### src/hdl/kpr_pkg.sv
// kpr_pkg: shared types and constants for the gamepad key repeat block.
// No dependencies; used by kpr_slot, kpr_dir and the top level.
`default_nettype none

package kpr_pkg;

  localparam int NumButtons = 8;
  localparam int NumDirs    = 4;
  localparam int NumSlots   = NumButtons + NumDirs;
  localparam int SrcW       = 4;
  localparam int TimeBits   = 32;
  localparam int AxisW      = 15;
  localparam int MsW        = 16;
  localparam int StickW     = 16;
  localparam int CfgIdxW    = 2;
  localparam int CfgDataW   = 16;

  // register indexes
  localparam logic [CfgIdxW-1:0] CfgOnLevel  = 2'd0;
  localparam logic [CfgIdxW-1:0] CfgOffLevel = 2'd1;
  localparam logic [CfgIdxW-1:0] CfgDelay    = 2'd2;
  localparam logic [CfgIdxW-1:0] CfgInterval = 2'd3;

  localparam logic [AxisW-1:0] OnLevelRst  = 15'd16384;
  localparam logic [AxisW-1:0] OffLevelRst = 15'd11469;
  localparam logic [MsW-1:0]   DelayRst    = 16'd400;
  localparam logic [MsW-1:0]   IntervalRst = 16'd140;

  // direction slots follow the buttons: left, right, up, down
  localparam logic [SrcW-1:0] SrcLeft = SrcW'(NumButtons);

  typedef logic [TimeBits-1:0] time_t;

  typedef struct packed {
    logic            valid;
    logic [SrcW-1:0] src;
    logic            press;
    logic            rep;
  } ev_t;

  typedef struct packed {
    ev_t  ev;
    logic last;
  } slot_t;

  typedef struct packed {
    logic [AxisW-1:0] on_level;
    logic [AxisW-1:0] off_level;
    logic [MsW-1:0]   delay_ms;
    logic [MsW-1:0]   interval_ms;
  } cfg_t;

endpackage

`default_nettype wire

### src/hdl/kpr_slot.sv
// kpr_slot: one event slot of the output chain; loads a fresh event or
// takes its right neighbor's slot. Depends on kpr_pkg.
`default_nettype none

module kpr_slot (
  input  wire                 clk,
  input  wire                 rst_n,
  input  wire                 load,
  input  wire                 shift,
  input  wire kpr_pkg::ev_t   new_ev,
  input  wire                 later_in,   // a loaded event sits further right
  input  wire kpr_pkg::slot_t right_slot,
  output logic                later_out,
  output kpr_pkg::slot_t      slot_q
);

  kpr_pkg::slot_t slot_r, slot_nxt;

  assign later_out = later_in | new_ev.valid;
  assign slot_q    = slot_r;

  always_comb begin
    slot_nxt = slot_r;
    if (load) begin
      slot_nxt.ev   = new_ev;
      slot_nxt.last = new_ev.valid & ~later_in;
    end else if (shift) begin
      slot_nxt = right_slot;
    end
  end

  always_ff @(posedge clk) begin
    if (!rst_n) begin
      slot_r.ev.valid <= 1'b0;
    end else begin
      slot_r.ev.valid <= slot_nxt.ev.valid;
    end
    slot_r.ev.src   <= slot_nxt.ev.src;
    slot_r.ev.press <= slot_nxt.ev.press;
    slot_r.ev.rep   <= slot_nxt.ev.rep;
    slot_r.last     <= slot_nxt.last;
  end

endmodule

`default_nettype wire

### src/hdl/kpr_dir.sv
// kpr_dir: one direction: stick hysteresis, active flag and repeat timers.
// Depends on kpr_pkg.
`default_nettype none

module kpr_dir (
  input  wire                            clk,
  input  wire                            rst_n,
  input  wire                            accept,
  input  wire kpr_pkg::cfg_t             cfg,
  input  wire                            dpad,
  input  wire signed [kpr_pkg::StickW-1:0] stick,
  input  wire                            neg_side,  // left/up trigger below -thr
  input  wire kpr_pkg::time_t            now,
  input  wire                            emit,
  input  wire [kpr_pkg::SrcW-1:0]        src,
  output kpr_pkg::ev_t                   ev
);

  logic                 active_r, active_nxt;
  kpr_pkg::time_t       pressed_r, repeat_r;
  logic [kpr_pkg::AxisW-1:0] thr;
  logic signed [kpr_pkg::StickW:0] s_ext, t_ext;
  logic                 want, rep_ok;
  kpr_pkg::time_t       held, since;

  assign thr   = active_r ? cfg.off_level : cfg.on_level;
  assign s_ext = {stick[kpr_pkg::StickW-1], stick};
  assign t_ext = {2'b00, thr};
  assign want  = dpad | (neg_side ? (s_ext < -t_ext) : (s_ext > t_ext));

  assign held   = now - pressed_r;
  assign since  = now - repeat_r;
  assign rep_ok = (held  >= {{(kpr_pkg::TimeBits-kpr_pkg::MsW){1'b0}}, cfg.delay_ms}) &&
                  (since >= {{(kpr_pkg::TimeBits-kpr_pkg::MsW){1'b0}}, cfg.interval_ms});

  assign active_nxt = accept ? want : active_r;

  always_comb begin
    ev.valid = emit & ((want ^ active_r) | (want & active_r & rep_ok));
    ev.src   = src;
    ev.press = want;
    ev.rep   = want & active_r;
  end

  always_ff @(posedge clk) begin
    if (!rst_n) begin
      active_r <= 1'b0;
    end else begin
      active_r <= active_nxt;
    end
  end

  // timers only matter while active, and a press always writes them
  always_ff @(posedge clk) begin
    if (accept && want && !active_r) begin
      pressed_r <= now;
      repeat_r  <= now;
    end else if (accept && want && rep_ok) begin
      repeat_r  <= now;
    end
  end

endmodule

`default_nettype wire

### src/hdl/gamepad_key_repeat_hysteresis_top.sv
// gamepad_key_repeat_hysteresis_top: controller sample to key events.
// Depends on kpr_pkg, kpr_slot and kpr_dir.
`default_nettype none

// Each accepted sample is decoded in the cycle it is accepted: button edges
// and direction press/release/repeat events are loaded into a chain of
// twelve event slots (buttons 0..7, then left, right, up, down). The chain
// shifts one slot per cycle toward a registered output stage while that
// stage can advance. A sample with no events, or without focus, leaves the
// chain empty. The next sample is taken as soon as only the head slot still
// holds an event and the output stage can advance; while a result waits on
// out_ready the chain holds and the input is held off. The final event of a
// sample carries out_last. Timestamps wrap modulo 2^32. Configuration writes
// take effect at once and should only be made while no events are pending.
module gamepad_key_repeat_hysteresis_top (
  input  wire                              clk,
  input  wire                              rst_n,
  // sample channel
  input  wire                              in_valid,
  output logic                             in_ready,
  input  wire [kpr_pkg::NumButtons-1:0]    in_button_levels,
  input  wire                              in_dpad_up,
  input  wire                              in_dpad_down,
  input  wire                              in_dpad_left,
  input  wire                              in_dpad_right,
  input  wire signed [kpr_pkg::StickW-1:0] in_stick_x,
  input  wire signed [kpr_pkg::StickW-1:0] in_stick_y,
  input  wire [kpr_pkg::TimeBits-1:0]      in_now_ms,
  input  wire                              in_has_focus,
  // event channel
  output logic                             out_valid,
  input  wire                              out_ready,
  output logic [kpr_pkg::SrcW-1:0]         out_key_source,
  output logic                             out_press,
  output logic                             out_auto_repeat,
  output logic                             out_last,
  // configuration
  input  wire                              cfg_we,
  input  wire [kpr_pkg::CfgIdxW-1:0]       cfg_index,
  input  wire [kpr_pkg::CfgDataW-1:0]      cfg_wdata
);

  localparam int NS = kpr_pkg::NumSlots;
  localparam int NB = kpr_pkg::NumButtons;

  kpr_pkg::cfg_t cfg_r;

  logic [NB-1:0]  button_prev_r;
  kpr_pkg::ev_t   new_ev [NS];
  kpr_pkg::slot_t slot_q [NS];
  kpr_pkg::slot_t empty_slot;
  logic [NS:0]    later;
  logic           adv, pend_hi, accept;

  logic                      out_valid_r;
  logic [kpr_pkg::SrcW-1:0]  out_src_r;
  logic                      out_press_r, out_rep_r, out_last_r;

  // ---------------- configuration ----------------
  always_ff @(posedge clk) begin
    if (!rst_n) begin
      cfg_r.on_level    <= kpr_pkg::OnLevelRst;
      cfg_r.off_level   <= kpr_pkg::OffLevelRst;
      cfg_r.delay_ms    <= kpr_pkg::DelayRst;
      cfg_r.interval_ms <= kpr_pkg::IntervalRst;
    end else if (cfg_we) begin
      case (cfg_index)
        kpr_pkg::CfgOnLevel:  cfg_r.on_level    <= cfg_wdata[kpr_pkg::AxisW-1:0];
        kpr_pkg::CfgOffLevel: cfg_r.off_level   <= cfg_wdata[kpr_pkg::AxisW-1:0];
        kpr_pkg::CfgDelay:    cfg_r.delay_ms    <= cfg_wdata[kpr_pkg::MsW-1:0];
        kpr_pkg::CfgInterval: cfg_r.interval_ms <= cfg_wdata[kpr_pkg::MsW-1:0];
        default: ;
      endcase
    end
  end

  // ---------------- handshake ----------------
  // output stage advances when empty or being taken; a new sample may
  // load once that stage advances and nothing beyond the head slot is still pending
  assign adv = !out_valid_r || out_ready;

  always_comb begin
    pend_hi = 1'b0;
    for (int k = 1; k < NS; k++) begin
      pend_hi = pend_hi | slot_q[k].ev.valid;
    end
  end

  assign in_ready = adv && !pend_hi;
  assign accept   = in_valid && in_ready;

  // ---------------- button edges ----------------
  always_ff @(posedge clk) begin
    if (!rst_n) begin
      button_prev_r <= '0;
    end else if (accept) begin
      button_prev_r <= in_button_levels;
    end
  end

  for (genvar b = 0; b < NB; b++) begin : g_btn
    always_comb begin
      new_ev[b].valid = in_has_focus & (in_button_levels[b] ^ button_prev_r[b]);
      new_ev[b].src   = kpr_pkg::SrcW'(b);
      new_ev[b].press = in_button_levels[b];
      new_ev[b].rep   = 1'b0;
    end
  end

  // ---------------- directions ----------------
  logic [kpr_pkg::NumDirs-1:0] dpad_bits;
  logic [kpr_pkg::NumDirs-1:0] neg_bits;
  assign dpad_bits = {in_dpad_down, in_dpad_up, in_dpad_right, in_dpad_left};
  assign neg_bits  = 4'b0101;  // left and up sit on the negative side

  for (genvar d = 0; d < kpr_pkg::NumDirs; d++) begin : g_dir
    kpr_dir u_dir (
      .clk      (clk),
      .rst_n    (rst_n),
      .accept   (accept),
      .cfg      (cfg_r),
      .dpad     (dpad_bits[d]),
      .stick    ((d < 2) ? in_stick_x : in_stick_y),
      .neg_side (neg_bits[d]),
      .now      (in_now_ms),
      .emit     (in_has_focus),
      .src      (kpr_pkg::SrcLeft + kpr_pkg::SrcW'(d)),
      .ev       (new_ev[NB+d])
    );
  end

  // ---------------- event slot chain ----------------
  assign empty_slot = '0;
  assign later[NS]  = 1'b0;

  for (genvar k = 0; k < NS; k++) begin : g_slot
    kpr_slot u_slot (
      .clk        (clk),
      .rst_n      (rst_n),
      .load       (accept),
      .shift      (adv),
      .new_ev     (new_ev[k]),
      .later_in   (later[k+1]),
      .right_slot ((k == NS-1) ? empty_slot : slot_q[(k == NS-1) ? k : k+1]),
      .later_out  (later[k]),
      .slot_q     (slot_q[k])
    );
  end

  // ---------------- output register ----------------
  always_ff @(posedge clk) begin
    if (!rst_n) begin
      out_valid_r <= 1'b0;
    end else if (adv) begin
      out_valid_r <= slot_q[0].ev.valid;
    end
    if (adv) begin
      out_src_r   <= slot_q[0].ev.src;
      out_press_r <= slot_q[0].ev.press;
      out_rep_r   <= slot_q[0].ev.rep;
      out_last_r  <= slot_q[0].last;
    end
  end

  assign out_valid       = out_valid_r;
  assign out_key_source  = out_src_r;
  assign out_press       = out_press_r;
  assign out_auto_repeat = out_rep_r;
  assign out_last        = out_last_r;

  // ---------------- checks ----------------
  logic [NS-1:0] last_marks;
  always_comb begin
    for (int k = 0; k < NS; k++) begin
      last_marks[k] = slot_q[k].ev.valid & slot_q[k].last;
    end
  end

  // at most one sample's events are in the chain
  a_one_last: assert property (@(posedge clk) disable iff (!rst_n)
    $countones(last_marks) <= 1)
    else $error("more than one last marker pending");

  // an event without the last marker is always followed by another one
  a_more_follows: assert property (@(posedge clk) disable iff (!rst_n)
    (out_valid && out_ready && !out_last) |=> (out_valid || pend_hi || slot_q[0].ev.valid))
    else $error("sample ended without last marker");

  // a new sample never lands on pending events
  a_no_overrun: assert property (@(posedge clk) disable iff (!rst_n)
    accept |-> !pend_hi)
    else $error("sample accepted over pending events");

  // releases are never repeats
  a_release_plain: assert property (@(posedge clk) disable iff (!rst_n)
    (out_valid && !out_press) |-> !out_auto_repeat)
    else $error("release flagged as auto repeat");

endmodule

`default_nettype wire
### config.mk
export PLATFORM = sky130hd
export DESIGN_NAME = gamepad_key_repeat_hysteresis_top
export DESIGN_NICKNAME = d
export VERILOG_FILES = /design/src/hdl/kpr_pkg.sv /design/src/hdl/kpr_slot.sv /design/src/hdl/kpr_dir.sv /design/src/hdl/gamepad_key_repeat_hysteresis_top.sv
export SDC_FILE = /design/constraint.sdc
export NUM_CORES = 1
export LEC_CHECK = 0
export BUFFER_PORTS_ARGS = -buffer_cell sky130_fd_sc_hd__clkbuf_2
export CAP_MARGIN = 10
export CORE_MARGIN = 5
export CORE_UTILIZATION = 50
export CTS_CLUSTER_SIZE = 40
export DETAILED_ROUTE_END_ITERATION = 8
export PLACE_DENSITY = 0.68
export SETUP_SLACK_MARGIN = 0.1
export SYNTH_ARGS = -nofsm -noshare
export SYNTH_HDL_FRONTEND = slang
export SYNTH_SLANG_ARGS = --single-unit
### constraint.sdc
create_clock -name clk -period 10.9 [get_ports clk]
set_input_delay 0 -clock clk [delete_from_list [all_inputs] [get_ports clk]]
set_output_delay 0 -clock clk [all_outputs]
set_load 0.005 [all_outputs]
Word-level counts from Yosys, hierarchy flattened
Cells that the tools add are included.
Widths: inputs -> output; s select.
{"block": "totals", "register_bits": 430, "output_inout_bits": 9, "inputBits": 100}
{"block": "op_classes", "n_lt_le_gt_ge": 12, "muxes": 36, "n_eq_ne": 3, "bitwise_logic": 82, "n_reduce_logical": 35, "n_addsub": 10}
{"operator": "$ge 32x16->1", "count": 8}
{"operator": "$mux 32", "count": 8}
{"operator": "$sub 32x32->32", "count": 8}
{"operator": "$mux 8", "count": 24}
{"operator": "$mux 15", "count": 4}
{"operator": "$lt 16x17->1", "count": 2}
{"operator": "$neg 15->17", "count": 2}
{"operator": "$gt 16x16->1", "count": 2}
{"operator": "$and 1x1->1", "count": 31}
{"operator": "$or 1x1->1", "count": 28}
{"operator": "$logic_and 1x1->1", "count": 18}
{"operator": "$xor 1x1->1", "count": 12}
{"operator": "$not 1->1", "count": 11}
{"operator": "$reduce_bool 2->1", "count": 5}
{"operator": "$reduce_and 2->1", "count": 4}
{"operator": "$logic_not 1->1", "count": 6}
{"operator": "$eq 2x2->1 const B", "count": 2}
{"operator": "$eq 2x1->1 const B", "count": 1}
{"operator": "$logic_not 2->1", "count": 1}
{"operator": "$logic_or 1x1->1", "count": 1}

Longest topological paths before layout
Gate-level depths: netlist of run 1.
{"block": "depth", "word_depth": 21, "mapped_depth": 25, "mapped_depth_nobuf": 23}

By module
A second synthesis of run 1 with hierarchy kept.
{"block": "hier_totals", "hier_cells": 4384, "area_unflattened_um2": 39125.0}
{"module": "kpr_dir (g_dir[1].u_dir ...)", "instances": 3, "cells_each": 937, "area_each_um2": 7953.9}
{"module": "kpr_dir (g_dir[0].u_dir)", "instances": 1, "cells_each": 948, "area_each_um2": 7920.1}
{"module": "kpr_slot", "instances": 12, "cells_each": 23, "area_each_um2": 359.1}
{"module": "gamepad_key_repeat_hysteresis_top", "instances": 1, "cells_each": 349, "area_each_um2": 3034.2}

Worst setup path before layout of run 1
OpenSTA, ideal clock, no wires.
{"block": "synth_path", "path_type": "flip-flop to flip-flop", "from": "reg g_dir[2].u_dir.repeat_r[1]", "to": "reg g_dir[2].u_dir.repeat_r[0] (enable)", "setup_slack_ns": 4.504, "path_stages_with_launch": 23, "arrival_time_ns": 5.926, "path_buffers": 0, "setup_ns": 0.470, "path_cell_list": "edfxtp_1 inv_1 ha_1 nor2b_1 o2111ai_1 a41oi_1 a31oi_1 o21bai_1 a21oi_1 o21bai_1 a21oi_1 xnor2_1 ha_1 nand4_1 nor3_1 a311oi_1 nand2_1 nor4_1 nand4_1 nor4_1 and4_1 a21o_1 a211oi_1"}
{"block": "synth_via", "elab_chain_len": 5}
{"item": "from (decl)", "line": "kpr_dir.sv:20", "rtl": "kpr_pkg::time_t pressed_r, repeat_r;"}
{"item": "from (signal assigned)", "line": "kpr_dir.sv:57", "rtl": "repeat_r <= now;"}
{"item": "from (signal assigned)", "line": "kpr_dir.sv:59", "rtl": "repeat_r <= now;"}
{"item": "$sub 32x32->32", "line": "kpr_dir.sv:32", "rtl": "assign since = now - repeat_r;"}
{"item": "$ge 32x16->1", "line": "kpr_dir.sv:34", "rtl": "(since >= {{(kpr_pkg::TimeBits-kpr_pkg::MsW){1'b0}}, cfg.interval_ms});"}
{"item": "$logic_and 1x1->1", "line": "kpr_dir.sv:33", "rtl": "assign rep_ok = (held >= {{(kpr_pkg::TimeBits-kpr_pkg::MsW){1'b0}}, cfg.delay_ms}) &&"}
{"item": "$logic_and 1x1->1", "line": "kpr_dir.sv:58", "rtl": "end else if (accept && want && rep_ok) begin"}
{"item": "$reduce_bool 2->1 (no line)"}
Every way passes these cells.
A chain may end at the register's enable or synchronous reset.

==> metrics, run 1 <==
switching power=5.029 mW; hold_sp=in_now_ms[6]; total chip power=10.94 mW; netlist area before placement=0.03641 mm2; die width=279.9 um; fill cell count=6,768; Crit Path Class=reg -> reg; share of layout cells above drive strength 1=0.07008; largest net degree at the start of global routing=88; DRC errors left=0; Root Buffer=clkbuf_16; GR Overflow Total=0; CTS buffer count=50; Die Height=279.9 um; count of cell types in the netlist=99; count leader, synth=nand2_1; Hold Crit Class=in -> reg; internal power=5.906 mW; met1 usage in global routing=0.3868; clock-pin slew on the worst setup and hold paths=0.06 ns; worst setup margin=4.620 ns; Worst Tran Pin Value=1.188 ns; Area after DPL=0.03786 mm2; Commonest cells post-synth=575 x nand2_1, 444 x ha_1, 375 x a21oi_1, 358 x inv_1, 291 x edfxtp_1; Fin Setup TNS=0 ns; initial DRC count=3,057; area of the multi-input gates=0.02315 mm2; Site Rows=99; Critical Path Max Stage Delay=0.86 ns; clock tree sinks=419; final setup skew=0.04156 ns; MaxCap Viol Count=0; CP bufs+invs=1; DRT Wirelength=110.7 mm; fin util=0.5536; Synth async-reset ratio=0; WP data required=11.36 ns; Area Growth Syn to Fin=10.36%; Lkg Pwr=16.83 nW; CP startpoint kind=flip-flop; die area=0.07832 mm2; yosys warns=0; Layout Cells excl Fill=5,397; Post-synth top flop=edfxtp_1; Core Footprint=0.07259 mm2; CTS H-tree depth=2; initial antenna violation count=3; Reg2Reg Setup Slack=4.62 ns; vias in the first global route=30,337; CTS tree=built; Worst Path Arrival=6.74 ns; depth of the worst hold-timing path=1; Syn Inst Count=4,298; drt pass-1 iters=6; hpwl dp=81.58 mm; RSZ-0062 raised after global routing=no; final setup vio count=0; Power Dens Cells=272.1 mW/mm2; via/cell ratio=6.040; worst hold slack=0.04145 ns; status=complete, no violations; Worst VDD drop=0.0002472 V; Seq cells post-synth=419; share of the synthesized area in the top cell type=0.2400; RR Startpoint=g_dir[2].u_dir.repeat_r[1]$_DFFE_PP_; met2 track demand over resource=0.4242; Seq/Total Area, Yosys=0.3104; Synth Net Count=4,850; flip-flop and latch area=0.01130 mm2; largest delay contributor family on the critical path=compound AO/OA/AOI/OAI gates; Final Critical Period=6.280 ns; Initial Util=0.5016; diode count=0; WP depth=23; worst r2r path cells=23; critical path's slowest cell=nor4_1; Clock Tree Buf Depth=3; nets@finish=4,951; CP max FO=9; GPL Wtd Cong=1.014; Most Used Layer, Global Route=met2; pre-CTS WS=4.678 ns; CP Capture Type=flip-flop; Mean Syn Cell Area=8.472 um2; post-CTS setup buffers=0; final instance area=0.04018 mm2; Boundary Pins=109; Tcrit/Tclk final=0.5761; post-synth top area cell=edfxtp_1; top cells by area, synth=edfxtp_1 24%, ha_1 15%, dfxtp_1 7.0%, nand2_1 5.9%, a21oi_1 5.2%; # resized after CTS=0; Fin. Hold Viols=0; Crit Reg-Reg Endpoint=g_slot[1].u_slot.slot_q[0]$_DFFE_PP_; Seq pwr share=0.239; number of synthesized flops with an enable pin=291; post-route ant nets=0; Critical Path, Cell by Cell=inv_1 -> ha_1 -> nor2b_1 -> o2111ai_1 -> a41oi_1 -> a31oi_1 -> o21bai_1 -> a21oi_1 -> o21bai_1 -> a21oi_1 -> xnor2_1 -> ha_1 -> nand4_1 -> nor3_1 -> a311oi_1 -> nand2_1 -> nor4_1 -> nand4_1 -> nor4_1 -> a41oi_1 -> o21ai_1 -> or4b_1 -> o31ai_2; Slew HR=0.2062; I/O Buffers=108; Hold Buf Count CTS=70; vias=32,598; Max Slew Vio Count=0; Sw Ratio=0.4599; met3 Use GR=0.03900; placed insts=5,235; Logic pwr share=0.611; first-pass GRT wire length=170.8 mm; FMAX=0.1592 GHz; Clk network pwr share=0.150; total track usage=0.2709; hold path endpoint=g_dir[3].u_dir.repeat_r[6]$_DFFE_PP_; Clk Latency, worst-skew pair=0.63 ns; routed len/inst=20.52 um
[sequential cells by signal, indices dropped and copies added, names as in the netlist]
signal                 cells
g_dir.u_dir.pressed_r    128
g_dir.u_dir.repeat_r     128
g_slot.u_slot.slot_q      81
cfg_r                     62
button_prev_r              8
g_dir.u_dir.active_r       4
out_key_source             4
out_auto_repeat            1
out_last                   1
out_press                  1
out_valid                  1
[layer usage]
metal	wire, um	share of wire
met2	48180	0.44
met1	50550	0.46
met3	7642	0.069
met4	4359	0.039
met5	0	0
[placed cells by master (no fill, tap or decap), drive strengths merged, types with 86 or more instances in the layout]
cell	n
nand2	577
ha	444
a21oi	383
inv	364
edfxtp	291
nor2	226
o21ai	217
clkbuf	170
dfxtp	128
xnor2	119
nand3	104
mux2i	96
a21o	92
nand4	86
[worst register-to-register path, cell delays in order, from the launching register on]
cell,delay [ns]
edfxtp_1,0.41
inv_1,0.08
ha_1,0.22
nor2b_1,0.14
o2111ai_1,0.31
a41oi_1,0.34
a31oi_1,0.44
o21bai_1,0.10
a21oi_1,0.23
o21bai_1,0.09
a21oi_1,0.17
xnor2_1,0.14
ha_1,0.28
nand4_1,0.15
nor3_1,0.09
a311oi_1,0.22
nand2_1,0.10
nor4_1,0.27
nand4_1,0.12
nor4_1,0.86
a41oi_1,0.22
o21ai_1,0.21
or4b_1,0.66
o31ai_2,0.30
[power groups by stage]
| stage | Clock [mW] | Combinational, mW | Sequential (mW) |
|---|---|---|---|
| final | 1.64 | 6.68 | 2.62 |
| after global routing | 1.74 | 7.44 | 2.67 |
| after CTS | 1.67 | 6.59 | 2.62 |
| after detailed placement | 0 | 6.51 | 2.65 |
| after global placement | 0 | 6.44 | 2.63 |
| after floorplan | 0 | 4.93 | 2.62 |
[logic make-up (layout without fill, tap and decap cells)]
| kind of cell | Yosys count | after routing | share of synthesized area |
|---|---|---|---|
| adder cells (fa/ha/maj) | 452 | 452 | 0.1570 |
| buffers and inverters | 532 | 672 | 0.05584 |
| XOR/XNOR | 197 | 197 | 0.04739 |
| AO/OA/AOI/OAI | 1226 | 1226 | 0.2214 |
| multiplexers | 104 | 104 | 0.02887 |
| flip-flops | 419 | 419 | 0.3104 |
| AND/OR/NAND/NOR | 1368 | 1368 | 0.1791 |
[worst max-delay path by stage]
stage                                               from                                    end  slack [ns]
global placement                            in_now_ms[1]   g_slot[1].u_slot.slot_q[0]$_DFFE_PP_        4.73
detailed placement                          in_now_ms[1]   g_slot[7].u_slot.slot_q[0]$_DFFE_PP_        4.68
CTS                 g_dir[2].u_dir.repeat_r[1]$_DFFE_PP_   g_slot[7].u_slot.slot_q[0]$_DFFE_PP_        4.73
floorplan           g_dir[2].u_dir.repeat_r[1]$_DFFE_PP_   g_dir[2].u_dir.repeat_r[0]$_DFFE_PP_        4.50
finish              g_dir[2].u_dir.repeat_r[1]$_DFFE_PP_   g_slot[1].u_slot.slot_q[0]$_DFFE_PP_        4.62
global route                                in_now_ms[0]  g_dir[0].u_dir.repeat_r[19]$_DFFE_PP_        4.36
[layout make-up]
class / instances / share of cell area
flip-flops and latches: 419 / 0.2813
repair buffers: 223 / 0.03939
clock inverters: 29 / 0.005947
multi-input cells: 3347 / 0.5760
clock buffers: 62 / 0.03406
inverters: 358 / 0.03344
well taps: 959 / 0.02986
No activity file was read; power rests on OpenSTA's default activity.
==> run 2, diff against run 1 <==
--- a/config.mk
+++ b/config.mk
@@ -11,7 +11,7 @@
 export CORE_UTILIZATION = 50
 export CTS_CLUSTER_SIZE = 40
 export DETAILED_ROUTE_END_ITERATION = 8
-export PLACE_DENSITY = 0.68
+export PLACE_DENSITY = 0.71
 export SETUP_SLACK_MARGIN = 0.1
 export SYNTH_ARGS = -nofsm -noshare
 export SYNTH_HDL_FRONTEND = slang
==> constraint.sdc (replaced) <==
create_clock -name clk -period 5.2 [get_ports clk]
set_input_delay 0 -clock clk [delete_from_list [all_inputs] [get_ports clk]]
set_output_delay 0 -clock clk [all_outputs]
set_load 0.005 [all_outputs]
==> run 2 against run 1 <==
  * Register-to-register slack got worse by 4.5 ns
  * Wire length is 6.7% higher
  * Clock-buffer cell count is 5 higher
  * Via count is 4.0% higher
  * Core utilization up 3.2 points
  * Largest cell class unchanged
  * Die area unchanged
  * Cell area up 5.8%
  * Global-route usage grew 1.5 points
  * Worst hold slack better by 0.019 ns
  * Sequential cell count unchanged
==> metrics, run 2 (synthesis gave the netlist of run 1 again) <==
Core Footprint=0.07259 mm2; vias=33,887; Worst VDD drop=0.0003299 V; clock tree sinks=419; internal power=13.73 mW; hpwl dp=88.24 mm; largest net degree at the start of global routing=88; CP max FO=5; Area Growth Syn to Fin=16.75%; CP startpoint kind=flip-flop; RSZ-0062 raised after global routing=yes; Sw Ratio=0.4527; Max Slew Vio Count=0; final setup vio count=0; DRC errors left=0; status=complete, no violations; Layout Cells excl Fill=5,576; GR Overflow Total=0; Site Rows=99; post-route ant nets=0; total chip power=25.09 mW; nets@finish=5,128; worst setup margin=0.08770 ns; pre-CTS WS=-0.4714 ns; CTS H-tree depth=2; Slew HR=0.2404; share of layout cells above drive strength 1=0.1302; via/cell ratio=6.077; Initial Util=0.5016; Fin Setup TNS=0 ns; Fin. Hold Viols=0; initial DRC count=3,198; Lkg Pwr=17.94 nW; switching power=11.36 mW; vias in the first global route=31,322; Worst Path Arrival=5.58 ns; DRT Wirelength=118.1 mm; placed insts=5,399; Clk Latency, worst-skew pair=0.63 ns; Clk network pwr share=0.159; Tcrit/Tclk final=0.9831; die width=279.9 um; Hold Crit Class=in -> reg; Root Buffer=clkbuf_16; CTS tree=built; GPL Wtd Cong=0.9805; Logic pwr share=0.622; FMAX=0.1956 GHz; drt pass-1 iters=6; initial antenna violation count=4; first-pass GRT wire length=178.7 mm; WP data required=5.66 ns; CTS buffer count=50; Crit Path Class=reg -> reg; Power Dens Cells=590.1 mW/mm2; I/O Buffers=108; Worst Tran Pin Value=1.135 ns; Boundary Pins=109; clock-pin slew on the worst setup and hold paths=0.06 ns; worst hold slack=0.05998 ns; total track usage=0.2859; CP Capture Type=flip-flop; Seq pwr share=0.219; routed len/inst=21.18 um; MaxCap Viol Count=0; commonest non-fill, non-tap cells in the layout=574 x nand2_1, 438 x ha_1, 355 x a21oi_1; Final Critical Period=5.112 ns; die area=0.07832 mm2; final setup skew=0.03106 ns; commonest non-fill, non-tap cell in the layout=nand2_1; Die Height=279.9 um; Clock Tree Buf Depth=3
## run 2: cell types whose count changed in the layout (fill, tap and decap cells not counted), moves of 7 or more
cell / previous run / this run
clkbuf_16: 52 / 59
buf_12: 0 / 11
a21oi_2: 8 / 24
a211oi_1: 40 / 33
o21ai_0: 199 / 188
o21ai_2: 1 / 9
a21oi_1: 373 / 355
buf_4: 44 / 213
dlygate4sd3_1: 70 / 58
## run 2: power by group through the flow
| stage | Combinational (mW) | Clock, mW | Sequential, mW |
|---|---|---|---|
| after floorplan | 10.4 | 0 | 5.46 |
| after global placement | 14.3 | 0 | 5.52 |
| after detailed placement | 14.5 | 0 | 5.55 |
| after CTS | 14.8 | 4.05 | 5.49 |
| after global routing | 17.1 | 4.19 | 5.59 |
| final | 15.6 | 3.99 | 5.49 |
## run 2: path summary, 6_finish.rpt
path,cells past startpoint,start,end,slack [ns]
min,2,in_now_ms[12],g_dir[0].u_dir.pressed_r[12]$_DFFE_PP_,0.06
max reg2reg,20,g_dir[0].u_dir.repeat_r[0]$_DFFE_PP_,g_slot[1].u_slot.slot_q[0]$_DFFE_PP_,0.09
max,20,g_dir[0].u_dir.repeat_r[0]$_DFFE_PP_,g_slot[1].u_slot.slot_q[0]$_DFFE_PP_,0.09
min reg2reg,0,g_slot[0].u_slot.slot_q[2]$_DFFE_PP_,out_press$_DFFE_PN_,0.42
## run 2: cell type report
| class | count | area (um2) |
|---|---|---|
| fill | 6501 | 30080 |
| multi-input combinational | 3351 | 23730 |
| sequential | 419 | 11300 |
| timing repair buffer | 396 | 3018 |
| clock buffer | 67 | 1525 |
| inverter | 358 | 1344 |
| tap | 959 | 1200 |
| clock inverter | 25 | 385.4 |
| antenna | 1 | 2.502 |
## run 2: per-layer routing
layer	global-route usage	up-vias	part of all wire
li1	-	16298	-
met1	0.4071	16071	0.45
met2	0.4487	1282	0.44
met3	0.03825	234	0.074
met4	0.1014	2	0.041
met5	0	-	0.000059
## run 2: stage by stage
stage,instance area [um2],utilization
floorplan,36440,-
global placement,39230,0.5404
detailed placement,39230,0.5404
CTS,41910,0.5774
global route,42510,0.5856
finish,42510,0.5856
## run 2: critical path: stages (launching register included)
cell and delay (ns):
edfxtp_1 0.33, ha_2 0.18, inv_2 0.04, fa_2 0.38, a211oi_2 0.21, o21a_1 0.20
buf_4 0.14, a221o_1 0.22, nand2_1 0.12, xor2_1 0.19, ha_1 0.26, a41o_1 0.22
o221ai_1 0.18, a21oi_2 0.07, a2111o_1 0.39, or4_4 0.47, or4_4 0.57, a31oi_4 0.28
buf_12 0.17, nand2_2 0.07, o31ai_2 0.25
## run 2: repair_timing
| action | in CTS | in global routing |
|---|---|---|
| hold buffers | 58 | 0 |
| pin swaps | 24 | 45 |
| setup endpoints to repair | 111 | 110 |
| setup buffers | 4 | 16 |
| hold endpoints to repair | 228 | 0 |
| gates cloned | 3 | 3 |
| gates resized for setup | 34 | 100 |
